File: src/rtl/psqe_pkg.sv
// psqe_pkg: shared types and constants for the polyline stroke quad expander
// no dependencies
`timescale 1ns / 1ps
`default_nettype none
package psqe_pkg;

    // default coordinate format, signed Q15.8
    localparam int COORD_BITS_DEF = 24;
    localparam int FRAC_BITS_DEF  = 8;

    // operand width of the shared multiplier
    localparam int MUL_W = 30;

    // configuration register indexes
    localparam logic REG_LINE_WIDTH   = 1'b0;
    localparam logic REG_STROKE_COLOR = 1'b1;

    // configuration reset values
    localparam logic [15:0] LINE_WIDTH_RST   = 16'd256;
    localparam logic [31:0] STROKE_COLOR_RST = 32'hFFFF_FFFF;

    // sequencer states
    typedef enum logic [3:0] {
        ST_IDLE,
        ST_NORM,
        ST_SQX,
        ST_SQY,
        ST_SUM,
        ST_SQRT,
        ST_DIVX,
        ST_DIVY,
        ST_SCX,
        ST_SCY,
        ST_SCST,
        ST_CORN
    } psqe_state_t;

endpackage
`default_nettype wire

File: src/rtl/psqe_mul.sv
// psqe_mul: shared unsigned multiplier with registered product
// depends on psqe_pkg
`timescale 1ns / 1ps
`default_nettype none
module psqe_mul (
    input  wire logic                              aclk,
    input  wire logic [psqe_pkg::MUL_W-1:0]        op_a,
    input  wire logic [psqe_pkg::MUL_W-1:0]        op_b,
    output logic      [2*psqe_pkg::MUL_W-1:0]      prod
);
    import psqe_pkg::*;

    logic [2*MUL_W-1:0] prod_reg;

    // one multiply per cycle, product registered for the next cycle
    always_ff @(posedge aclk) begin
        prod_reg <= op_a * op_b;
    end

    assign prod = prod_reg;

endmodule
`default_nettype wire

File: src/rtl/polyline_stroke_quad_expander.sv
// polyline_stroke_quad_expander: top level, sequencer and iterative datapath
// depends on psqe_pkg and psqe_mul
//
// Usage: path points enter on the s_ channel (valid/ready). A point with
// s_path_start set, or the first point after reset, is only stored. Every
// other point closes a segment and yields one transaction on the m_ channel:
// the four stroke quad corners, the vertex base index and the colour.
// Configuration: cfg_we with cfg_addr 0 = line width (Q8.8), 1 = colour.
// Per segment the sequencer steps through accept, normalize (one shift per
// step, plus a final check), square and sum, bit-serial square root, two
// bit-serial divides, scale and corner; most of the time goes to the
// bit-serial square root and divider. One multiplier serves the squares
// and the scaling. A zero-length segment goes straight to the corner state.
// Path start points are only stored.
// The next point is taken only once the sequencer is idle again; a result
// waiting in the output register does not block the next point's work, only
// the corner cycle of the next segment waits until the receiver takes it.
// Reset (aresetn low, synchronous) clears the stored point, the vertex count,
// the output valid and restores line width 1.0 and colour all ones.
`timescale 1ns / 1ps
`default_nettype none
module polyline_stroke_quad_expander #(
    parameter int COORD_BITS = psqe_pkg::COORD_BITS_DEF,
    parameter int FRAC_BITS  = psqe_pkg::FRAC_BITS_DEF
) (
    input  wire logic                         aclk,
    input  wire logic                         aresetn,
    // configuration
    input  wire logic                         cfg_we,
    input  wire logic                         cfg_addr,
    input  wire logic [31:0]                  cfg_wdata,
    // point input
    input  wire logic                         s_valid,
    output logic                              s_ready,
    input  wire logic signed [COORD_BITS-1:0] s_point_x,
    input  wire logic signed [COORD_BITS-1:0] s_point_y,
    input  wire logic                         s_path_start,
    // quad output
    output logic                              m_valid,
    input  wire logic                         m_ready,
    output logic signed [COORD_BITS-1:0]      m_corner0_x,
    output logic signed [COORD_BITS-1:0]      m_corner0_y,
    output logic signed [COORD_BITS-1:0]      m_corner1_x,
    output logic signed [COORD_BITS-1:0]      m_corner1_y,
    output logic signed [COORD_BITS-1:0]      m_corner2_x,
    output logic signed [COORD_BITS-1:0]      m_corner2_y,
    output logic signed [COORD_BITS-1:0]      m_corner3_x,
    output logic signed [COORD_BITS-1:0]      m_corner3_y,
    output logic [31:0]                       m_base_index,
    output logic [31:0]                       m_vertex_color
);
    import psqe_pkg::*;

    localparam int C   = COORD_BITS;
    localparam int NW  = (C + 1 > 31) ? C + 1 : 31;       // normalize register
    localparam int MW  = 34 + FRAC_BITS;                  // scaled product
    localparam int RW  = MW - 25;                         // offset magnitude
    localparam int OW  = RW + 1;                          // signed offset
    localparam int SW  = ((C > OW) ? C : OW) + 1;         // corner sum

    // configuration registers
    logic [15:0] line_width_reg;
    logic [31:0] stroke_color_reg;

    always_ff @(posedge aclk) begin
        if (!aresetn) begin
            line_width_reg   <= LINE_WIDTH_RST;
            stroke_color_reg <= STROKE_COLOR_RST;
        end else if (cfg_we) begin
            case (cfg_addr)
                REG_LINE_WIDTH:   line_width_reg   <= cfg_wdata[15:0];
                REG_STROKE_COLOR: stroke_color_reg <= cfg_wdata;
                default: ;
            endcase
        end
    end

    // state and datapath registers
    psqe_state_t state_reg, state_next;
    logic          have_prev_reg, have_prev_next;
    logic [C-1:0]  prev_x_reg, prev_x_next, prev_y_reg, prev_y_next;
    logic [C-1:0]  cur_x_reg, cur_x_next, cur_y_reg, cur_y_next;
    logic          neg_x_reg, neg_x_next, neg_y_reg, neg_y_next;
    logic [NW-1:0] ax_reg, ax_next, ay_reg, ay_next;
    logic [61:0]   sum_reg, sum_next;
    logic [61:0]   sq_n_reg, sq_n_next, sq_root_reg, sq_root_next, sq_bit_reg, sq_bit_next;
    logic [31:0]   rem_reg, rem_next;
    logic [16:0]   quo_reg, quo_next, qx_reg, qx_next;
    logic [4:0]    dcnt_reg, dcnt_next;
    logic [OW-1:0] ox_reg, ox_next, oy_reg, oy_next;
    logic [31:0]   vcount_reg, vcount_next;
    logic          m_valid_reg, m_valid_next;
    logic [C-1:0]  c0x_reg, c0x_next, c0y_reg, c0y_next, c1x_reg, c1x_next, c1y_reg, c1y_next;
    logic [C-1:0]  c2x_reg, c2x_next, c2y_reg, c2y_next, c3x_reg, c3x_next, c3y_reg, c3y_next;
    logic [31:0]   base_reg, base_next, color_reg, color_next;

    // shared multiplier
    logic [MUL_W-1:0]   mul_a, mul_b;
    logic [2*MUL_W-1:0] prod;

    psqe_mul u_mul (
        .aclk (aclk),
        .op_a (mul_a),
        .op_b (mul_b),
        .prod (prod)
    );

    // saturate a corner sum to the coordinate range
    function automatic logic [C-1:0] sat_coord(input logic [SW-1:0] v);
        logic [C-1:0] r;
        if (v[SW-1:C-1] == {(SW-C+1){1'b0}} || v[SW-1:C-1] == {(SW-C+1){1'b1}}) begin
            r = v[C-1:0];
        end else if (v[SW-1]) begin
            r = {1'b1, {(C-1){1'b0}}};
        end else begin
            r = {1'b0, {(C-1){1'b1}}};
        end
        return r;
    endfunction

    function automatic logic [SW-1:0] ext_c(input logic [C-1:0] v);
        return {{(SW-C){v[C-1]}}, v};
    endfunction

    function automatic logic [SW-1:0] ext_o(input logic [OW-1:0] v);
        return {{(SW-OW){v[OW-1]}}, v};
    endfunction

    // rounded, signed offset from a scale product
    function automatic logic [OW-1:0] round_off(input logic [32:0] p, input logic neg);
        logic [MW-1:0] m;
        logic [OW-1:0] r;
        m = ({{(MW-33){1'b0}}, p} << FRAC_BITS) + (MW'(1) << 24);
        r = {1'b0, m[MW-1:25]};
        return neg ? (~r + OW'(1)) : r;
    endfunction

    // combinational helpers
    logic [C:0]    dx, dy, adx, ady;
    logic [NW-1:0] a_or;
    logic [61:0]   sq_trial;
    logic [31:0]   rem_sh;
    logic [31:0]   len32;
    logic          dbit;
    logic [NW-1:0] div_src;

    assign s_ready = (state_reg == ST_IDLE);
    assign a_or    = ax_reg | ay_reg;
    assign sq_trial = sq_root_reg + sq_bit_reg;
    assign len32   = {1'b0, sq_root_reg[30:0]};
    assign div_src = (state_reg == ST_DIVX) ? ax_reg : ay_reg;
    assign dbit    = (dcnt_reg == 5'd16) ? div_src[0] : 1'b0;
    assign rem_sh  = {rem_reg[30:0], dbit};

    always_comb begin
        dx  = {s_point_x[C-1], s_point_x} - {prev_x_reg[C-1], prev_x_reg};
        dy  = {s_point_y[C-1], s_point_y} - {prev_y_reg[C-1], prev_y_reg};
        adx = dx[C] ? (~dx + (C+1)'(1)) : dx;
        ady = dy[C] ? (~dy + (C+1)'(1)) : dy;
    end

    // sequencer and datapath next state
    always_comb begin
        state_next     = state_reg;
        have_prev_next = have_prev_reg;
        prev_x_next    = prev_x_reg;
        prev_y_next    = prev_y_reg;
        cur_x_next     = cur_x_reg;
        cur_y_next     = cur_y_reg;
        neg_x_next     = neg_x_reg;
        neg_y_next     = neg_y_reg;
        ax_next        = ax_reg;
        ay_next        = ay_reg;
        sum_next       = sum_reg;
        sq_n_next      = sq_n_reg;
        sq_root_next   = sq_root_reg;
        sq_bit_next    = sq_bit_reg;
        rem_next       = rem_reg;
        quo_next       = quo_reg;
        qx_next        = qx_reg;
        dcnt_next      = dcnt_reg;
        ox_next        = ox_reg;
        oy_next        = oy_reg;
        vcount_next    = vcount_reg;
        m_valid_next   = m_valid_reg && !m_ready;
        c0x_next = c0x_reg; c0y_next = c0y_reg; c1x_next = c1x_reg; c1y_next = c1y_reg;
        c2x_next = c2x_reg; c2y_next = c2y_reg; c3x_next = c3x_reg; c3y_next = c3y_reg;
        base_next      = base_reg;
        color_next     = color_reg;
        mul_a          = ax_reg[MUL_W-1:0];
        mul_b          = ax_reg[MUL_W-1:0];

        case (state_reg)
            ST_IDLE: begin
                if (s_valid) begin
                    if (s_path_start || !have_prev_reg) begin
                        prev_x_next    = s_point_x;
                        prev_y_next    = s_point_y;
                        have_prev_next = 1'b1;
                    end else begin
                        cur_x_next = s_point_x;
                        cur_y_next = s_point_y;
                        neg_x_next = dx[C];
                        neg_y_next = dy[C];
                        ax_next    = NW'(adx);
                        ay_next    = NW'(ady);
                        ox_next    = '0;
                        oy_next    = '0;
                        state_next = (adx == '0 && ady == '0) ? ST_CORN : ST_NORM;
                    end
                end
            end
            // one shift a cycle until the larger magnitude is in [2^29, 2^30)
            ST_NORM: begin
                if (a_or[NW-1:30] != '0) begin
                    ax_next = ax_reg >> 1;
                    ay_next = ay_reg >> 1;
                end else if (!a_or[29]) begin
                    ax_next = ax_reg << 1;
                    ay_next = ay_reg << 1;
                end else begin
                    state_next = ST_SQX;
                end
            end
            ST_SQX: begin
                state_next = ST_SQY;
            end
            ST_SQY: begin
                mul_a      = ay_reg[MUL_W-1:0];
                mul_b      = ay_reg[MUL_W-1:0];
                sum_next   = {2'b0, prod};
                state_next = ST_SUM;
            end
            ST_SUM: begin
                sq_n_next    = sum_reg + {2'b0, prod};
                sq_root_next = '0;
                sq_bit_next  = 62'(1) << 60;
                state_next   = ST_SQRT;
            end
            // one root bit a cycle
            ST_SQRT: begin
                if (sq_n_reg >= sq_trial) begin
                    sq_n_next    = sq_n_reg - sq_trial;
                    sq_root_next = (sq_root_reg >> 1) + sq_bit_reg;
                end else begin
                    sq_root_next = sq_root_reg >> 1;
                end
                sq_bit_next = sq_bit_reg >> 2;
                if (sq_bit_reg[0]) begin
                    rem_next   = {2'b0, ax_reg[30:1]};
                    quo_next   = '0;
                    dcnt_next  = 5'd16;
                    state_next = ST_DIVX;
                end
            end
            // one quotient bit a cycle, shared for both axes
            ST_DIVX, ST_DIVY: begin
                if (rem_sh >= len32) begin
                    rem_next = rem_sh - len32;
                    quo_next = {quo_reg[15:0], 1'b1};
                end else begin
                    rem_next = rem_sh;
                    quo_next = {quo_reg[15:0], 1'b0};
                end
                dcnt_next = dcnt_reg - 5'd1;
                if (dcnt_reg == 5'd0) begin
                    if (state_reg == ST_DIVX) begin
                        qx_next    = quo_next;
                        rem_next   = {2'b0, ay_reg[30:1]};
                        quo_next   = '0;
                        dcnt_next  = 5'd16;
                        state_next = ST_DIVY;
                    end else begin
                        state_next = ST_SCX;
                    end
                end
            end
            ST_SCX: begin
                mul_a      = MUL_W'(qx_reg);
                mul_b      = MUL_W'(line_width_reg);
                state_next = ST_SCY;
            end
            ST_SCY: begin
                mul_a      = MUL_W'(quo_reg);
                mul_b      = MUL_W'(line_width_reg);
                ox_next    = round_off(prod[32:0], neg_x_reg);
                state_next = ST_SCST;
            end
            ST_SCST: begin
                oy_next    = round_off(prod[32:0], neg_y_reg);
                state_next = ST_CORN;
            end
            // corners into the output register once it is free
            ST_CORN: begin
                if (!m_valid_reg || m_ready) begin
                    c0x_next = sat_coord(ext_c(prev_x_reg) + ext_o(oy_reg));
                    c0y_next = sat_coord(ext_c(prev_y_reg) - ext_o(ox_reg));
                    c1x_next = sat_coord(ext_c(cur_x_reg) + ext_o(oy_reg));
                    c1y_next = sat_coord(ext_c(cur_y_reg) - ext_o(ox_reg));
                    c2x_next = sat_coord(ext_c(cur_x_reg) - ext_o(oy_reg));
                    c2y_next = sat_coord(ext_c(cur_y_reg) + ext_o(ox_reg));
                    c3x_next = sat_coord(ext_c(prev_x_reg) - ext_o(oy_reg));
                    c3y_next = sat_coord(ext_c(prev_y_reg) + ext_o(ox_reg));
                    base_next    = vcount_reg;
                    color_next   = stroke_color_reg;
                    vcount_next  = vcount_reg + 32'd4;
                    m_valid_next = 1'b1;
                    prev_x_next  = cur_x_reg;
                    prev_y_next  = cur_y_reg;
                    state_next   = ST_IDLE;
                end
            end
            default: state_next = ST_IDLE;
        endcase
    end

    // control state
    always_ff @(posedge aclk) begin
        if (!aresetn) begin
            state_reg     <= ST_IDLE;
            have_prev_reg <= 1'b0;
            prev_x_reg    <= '0;
            prev_y_reg    <= '0;
            vcount_reg    <= '0;
            m_valid_reg   <= 1'b0;
        end else begin
            state_reg     <= state_next;
            have_prev_reg <= have_prev_next;
            prev_x_reg    <= prev_x_next;
            prev_y_reg    <= prev_y_next;
            vcount_reg    <= vcount_next;
            m_valid_reg   <= m_valid_next;
        end
    end

    // payload
    always_ff @(posedge aclk) begin
        cur_x_reg   <= cur_x_next;
        cur_y_reg   <= cur_y_next;
        neg_x_reg   <= neg_x_next;
        neg_y_reg   <= neg_y_next;
        ax_reg      <= ax_next;
        ay_reg      <= ay_next;
        sum_reg     <= sum_next;
        sq_n_reg    <= sq_n_next;
        sq_root_reg <= sq_root_next;
        sq_bit_reg  <= sq_bit_next;
        rem_reg     <= rem_next;
        quo_reg     <= quo_next;
        qx_reg      <= qx_next;
        dcnt_reg    <= dcnt_next;
        ox_reg      <= ox_next;
        oy_reg      <= oy_next;
        c0x_reg <= c0x_next; c0y_reg <= c0y_next; c1x_reg <= c1x_next; c1y_reg <= c1y_next;
        c2x_reg <= c2x_next; c2y_reg <= c2y_next; c3x_reg <= c3x_next; c3y_reg <= c3y_next;
        base_reg    <= base_next;
        color_reg   <= color_next;
    end

    assign m_valid        = m_valid_reg;
    assign m_corner0_x    = c0x_reg;
    assign m_corner0_y    = c0y_reg;
    assign m_corner1_x    = c1x_reg;
    assign m_corner1_y    = c1y_reg;
    assign m_corner2_x    = c2x_reg;
    assign m_corner2_y    = c2y_reg;
    assign m_corner3_x    = c3x_reg;
    assign m_corner3_y    = c3y_reg;
    assign m_base_index   = base_reg;
    assign m_vertex_color = color_reg;

endmodule
`default_nettype wire
File: config.mk
export PLATFORM = sky130hd
export DESIGN_NAME = polyline_stroke_quad_expander
export DESIGN_NICKNAME = d
export VERILOG_FILES = /design/src/rtl/psqe_pkg.sv /design/src/rtl/psqe_mul.sv /design/src/rtl/polyline_stroke_quad_expander.sv
export SDC_FILE = /design/constraint.sdc
export NUM_CORES = 2
export LEC_CHECK = 0
export BUFFER_PORTS_ARGS = -buffer_cell sky130_fd_sc_hd__buf_4
export CAP_MARGIN = 20
export CORE_UTILIZATION = 44
export CTS_CLUSTER_DIAMETER = 50
export DETAILED_ROUTE_END_ITERATION = 7
export HOLD_SLACK_MARGIN = 0.08
export PLACE_DENSITY = 0.57
export SYNTH_ARGS = -nofsm -noshare
export SYNTH_HDL_FRONTEND = slang
export SYNTH_SLANG_ARGS = --single-unit
File: constraint.sdc
create_clock -name aclk -period 31 [get_ports aclk]
set_input_delay 6.2 -clock aclk [delete_from_list [all_inputs] [get_ports aclk]]
set_output_delay 6.2 -clock aclk [all_outputs]
set_load 0.02 [all_outputs]
**Word level (Yosys, flattened, before mapping)**

Index checks and enable logic that the tools add are counted.

- Output and inout port bits: 258
- Flip-flop bits (word level): 914
- Input port bits: 87
- Logic and storage cells: 220

- Muxes and demuxes: 77
- Eq/ne operators: 30
- Reduce and logical (&&, ||, !) cells: 48
- Multiply operators: 1
- Add/sub/neg operators: 21
- Magnitude comparators: 2
- Bitwise operators: 6

Operator list:

| operator | count |
|---|---|
| 2-to-1 mux 24 bit | 22 |
| 2-to-1 mux 31 bit | 12 |
| one-hot mux 62 bit (2 select lines) | 3 |
| one-hot mux 31 bit (2 select lines) | 3 |
| 2-to-1 mux 62 bit | 2 |
| adder 24 x 18 -> 25 bit | 4 |
| subtractor 24 x 18 -> 25 bit | 4 |
| one-hot mux 24 bit (2 select lines) | 2 |
| one-hot mux 30 bit (3 select lines) | 1 |
| 2-to-1 mux 18 bit | 4 |
| one-hot mux 18 bit (2 select lines) | 2 |
| adder 61 x 62 -> 62 bit | 1 |
| adder 62 bit | 1 |
| >= comparator 62 bit | 1 |
| subtractor 62 bit | 1 |
| adder 60 x 60 -> 61 bit | 1 |
| multiplier 30 x 30 -> 60 bit | 1 |
| one-hot mux 30 bit (2 select lines) | 1 |
| 2-to-1 mux 17 bit | 3 |
| adder 25 x 1 -> 25 bit (second input constant) | 2 |
| logical NOT 25 bit | 2 |
| 2-to-1 mux 25 bit | 2 |
| inverter 25 bit | 2 |
| subtractor 24 x 24 -> 25 bit | 2 |
| other kinds (36) | 106 |

**Depth between registers and ports, before layout**

- Word-level depth: 10
- Gate-level depth with buffers: 39
- Depth with buffers taken out: 36

**By module**

A second synthesis with hierarchy kept.

- Cell total of the unflattened synthesis: 9,793
- Area, all modules: 89,450.8 um2

Modules (own cells, without submodules):

| module | seq. area each (um2) | cells an instance | instances | area each (um2) |
|---|---|---|---|---|
| polyline_stroke_quad_expander | 23,272.3 | 6,386 | 1 | 58,562.4 |
| psqe_mul | 1,201.2 | 3,407 | 1 | 30,888.4 |

**Worst setup path before layout**

No wires, ideal clock.

- Kind: input-to-reg
- Start point: input m_ready
- End point: register vcount_reg[24]
- Data arrival time: 15,521 ps
- Setup slack: 15,364 ps
- Setup time: 115 ps
- Stages on the path: 10
- Required time: 30,885 ps
- Buffers on the path: 1
- Path through: nand2b_1 nor2b_1 clkbuf_1 nand2_1 nor3_1 nand4_1 inv_1 nand2_1 xnor2_1 and2_1

- Cells in the longest elaborated chain, start to end: 2

RTL lines:

| item | line | source |
|---|---|---|
| from (decl) | polyline_stroke_quad_expander.sv:40 | `input wire logic m_ready,` |
| logical OR 1 bit | polyline_stroke_quad_expander.sv:295 | `if (!m_valid_reg \|\| m_ready) begin` |
| AND reduction 2 bit (no line) | -- |  |
| to (signal assigned) | polyline_stroke_quad_expander.sv:331 | `vcount_reg <= vcount_next;` |
| to (decl) | polyline_stroke_quad_expander.sv:91 | `logic [31:0] vcount_reg, vcount_next;` |

No other way between the ends.
A chain may end at the register's enable or synchronous reset.

**Worst setup path in the final report**

- Start point: register state_reg[1]
- End point: register u_mul.prod_reg[58], in the netlist u_mul.prod[58]

- Cells in the longest elaborated chain, start to end: 4
- Elaborated cells on any way between the ends: 7
- Classes of those cells: mul (1); eq/ne (3); mux (2); reduce/logical (1)

RTL lines:

| item | line | source |
|---|---|---|
| from (decl) | polyline_stroke_quad_expander.sv:79 | `psqe_state_t state_reg, state_next;` |
| from (signal assigned) | polyline_stroke_quad_expander.sv:327 | `state_reg <= state_next;` |
| == test 4 bit | polyline_stroke_quad_expander.sv:193 | `case (state_reg)` |
| OR reduction 2 bit (no line) | -- |  |
| one-hot mux 30 bit (2 select lines) | polyline_stroke_quad_expander.sv:193 |  |
| multiplier 30 x 30 -> 60 bit * | psqe_mul.sv:17 | `prod_reg <= op_a * op_b;` |
| to (signal assigned) | psqe_mul.sv:17 |  |
| to (decl) | psqe_mul.sv:13 | `logic [2*MUL_W-1:0] prod_reg;` |

Every way passes the cells marked *; elsewhere a longest branch is shown, timed or not.

==> reports/metrics.cfg <==
[detailed_routing]
drc_errors = 0
drt_first_pass_iters = 6
num_vias = 69300
vias_per_cell = 5.59
drtIter0Drc = 5351
ant_nets = 0
wl_um = 274000
detail_route.wl_per_cell_um = 22.1

[critical_path]
critPathKind = flip-flop to flip-flop
crit_path_max_incr_delay_ns = 0.89
required_ns = 31.69
cpMostUsedCell = fa_1
critPathLaunchType = flip-flop
slowest_stage = o21a_1
arrival_ns = 12.40
path_max_fanout = 47
regToRegSetupSlack_ns = 19.29
end_kind = flip-flop

[sta]
slew_headroom = 0.184
rsz0062_at_grt = no
drv_slew = 0
hold_viol = 0
setup_tns_ns = 0
clock_skew_ns = 0.0692
worst_pin_slew_ns = 1.22
final-setup-viol-count = 0
worst_slack_ns = 19.29
finalCritPeriodShare = 0.378
layout_min_cycle_time_ns = 11.71
timing.fmax_mhz = 85.4

[yosys]
synth-edff-count = 687
yosysWarnings = 0
async_reset_ff_frac = 0
synth_cells = 9514
synth_flop_cell = edfxtp_1
ys_types = 102
syn-mean-instance-area_sq_um = 9.10
seq_area_frac_synth = 0.283
ys_ff_latch = 879
syn-cell-area_sq_um = 86600

[floorplan]
boundaryPins = 345
die-area_sq_um = 199000
start_util = 0.444
fp.dieH_um = 446
die_w_um = 446
core-area_sq_um = 195000
rows = 162

[clock_network]
clk_path_buf_depth = 3
cts_hold_buf = 0
clk_pin_slew_worst_paths_ns = 0.06
ctsRootBufferMaster = clkbuf_16
post_cts_buffers = 0
clock_latency_ns = 0.81
post_cts_resized = 0
cts_buffers = 112
cts-htree-levels = 3
clock-sinks = 879
cts_tree = built

[global_routing]
grt.busiest_layer = met2
antenna_found_initial = 5
grt_overflow = 0
grt_max_degree = 86
grt_pass1_vias = 69500
grtUsageTotal = 0.273
use_met3 = 0.0312
grt_pass1_wl_um = 416000
gr-usage-met1 = 0.351
use_met2 = 0.463

[run_status]
status = complete, no violations

[finish]
syn_to_final_growth_pct = 10.9
nets = 11200
drive_gt1_frac = 0.0792

[placed_design]
dp_hpwl_um = 215000
place_congestion = 1.00
post-place-ws_ns = 19.40
port_buffers = 342

[worst_hold_path]
hold_class = flip-flop to flip-flop

[job]
cap_viol_max_count = 0

## area by class of cell
type | count | area [sq um]
Timing Repair Buffer | 457 | 3470
Multi-Input combinational cell | 6965 | 56100
Fill cell | 18500 | 99200
Inverter | 1269 | 4770
Tap cell | 2624 | 3280
Antenna cell | 3 | 7.51
Clock buffer | 138 | 3040
Sequential cell | 879 | 24500
Clock inverter | 73 | 900
## cell usage after synthesis, types with 15 or more instances
| library cell | count | area, sq um |
|---|---|---|
| a211oi_1 | 55 | 413 |
| a21boi_0 | 43 | 323 |
| a21o_1 | 185 | 1390 |
| a21oi_1 | 597 | 2990 |
| a221o_1 | 15 | 150 |
| a221oi_1 | 17 | 149 |
| a22o_1 | 16 | 140 |
| a22oi_1 | 23 | 173 |
| a31o_2 | 21 | 184 |
| a31oi_1 | 126 | 788 |
| and2_1 | 68 | 425 |
| and3_1 | 105 | 657 |
| buf_1 | 15 | 56.3 |
| clkbuf_1 | 377 | 1420 |
| dfxtp_1 | 192 | 3840 |
| edfxtp_1 | 687 | 20600 |
| fa_1 | 770 | 15400 |
| ha_1 | 708 | 8860 |
| inv_1 | 1263 | 4740 |
| maj3_1 | 37 | 370 |
| mux2i_1 | 66 | 661 |
| nand2_1 | 962 | 3610 |
| nand2b_1 | 98 | 613 |
| nand3_1 | 164 | 821 |
| nand4_1 | 71 | 444 |
| nor2_1 | 967 | 3630 |
| nor2b_1 | 84 | 526 |
| nor3_1 | 96 | 480 |
| nor4_1 | 30 | 188 |
| o2111ai_1 | 15 | 131 |
| o211a_1 | 60 | 601 |
| o211ai_1 | 38 | 285 |
| o21a_1 | 77 | 578 |
| o21ai_0 | 391 | 1960 |
| o21bai_1 | 74 | 556 |
| o31ai_1 | 61 | 458 |
| or2_2 | 28 | 175 |
| or3_1 | 66 | 413 |
| xnor2_1 | 393 | 3440 |
| xor2_1 | 200 | 1750 |
## worst paths after layout
check / start / endpoint / depth (start not counted)
min: stroke_color_reg[9]$_SDFFE_PN1P_ / m_vertex_color[9]$_DFFE_PP_ / 0
max: state_reg[1]$_SDFFE_PN0P_ / u_mul.prod[58]$_DFF_P_ / 34
max reg2reg: state_reg[1]$_SDFFE_PN0P_ / u_mul.prod[58]$_DFF_P_ / 34
min reg2reg: stroke_color_reg[9]$_SDFFE_PN1P_ / m_vertex_color[9]$_DFFE_PP_ / 0
## stage by stage
stage | cells | util | hold slack [ns] | area (sq um)
floorplan | 9515 | - | 0.408 | 86600
global placement | 12200 | 0.471 | 0.411 | 92000
detailed placement | 12200 | 0.471 | 0.412 | 92000
CTS | 12400 | 0.492 | 0.426 | 96000
global route | 12400 | 0.492 | 0.438 | 96000
finish | 12400 | 0.492 | 0.428 | 96000
## critical path: cells and delay by family (launching register included)
family / cells / cell delay [ns]
adders and majority gates: 9 / 4.13
AOI/OAI and AO/OA: 11 / 3.54
and+or+nand+nor: 6 / 2.17
buffers and inverters: 7 / 0.91
DFF: 1 / 0.68
xor gates and xnor gates: 1 / 0.14
## logic make-up after synthesis
kind of cell             after synthesis  synth area share
XOR/XNOR                             593            0.0600
flip-flops                           879             0.283
buffers and inverters               1671            0.0728
adder cells (fa/ha/maj)             1515             0.285
AO/OA/AOI/OAI                       1967             0.146
multiplexers                          72           0.00845
other                                  1         0.0000433
AND/OR/NAND/NOR                     2816             0.146
## routing by layer
metal,vias up,part of all wire
met1,34100,0.41
met3,479,0.061
met4,0,0.044
li1,32400,-
met2,2381,0.48
met5,-,0
## layout by cell type, fill, tap and decap left out, types with 66 or more instances in the layout
cell and instances:
xnor2_1 393, nor2b_1 81, o21bai_1 74, nand2b_1 98, fa_1 770, dfxtp_1 192, o21a_1 77, o21ai_0 385
a21oi_1 592, nand3_1 164, a21o_1 185, a31oi_1 125, edfxtp_1 687, and2_1 69, and3_1 105, or3_1 66
xor2_1 199, nor3_1 93, nand4_1 71, ha_1 708, mux2i_1 66, inv_1 1261, nor2_1 959, nand2_1 961
clkbuf_16 113, buf_4 453
Power is left out: the tool's default activity adds up to more than one toggle a clock period on the data nets, which glitch-free logic cannot reach.
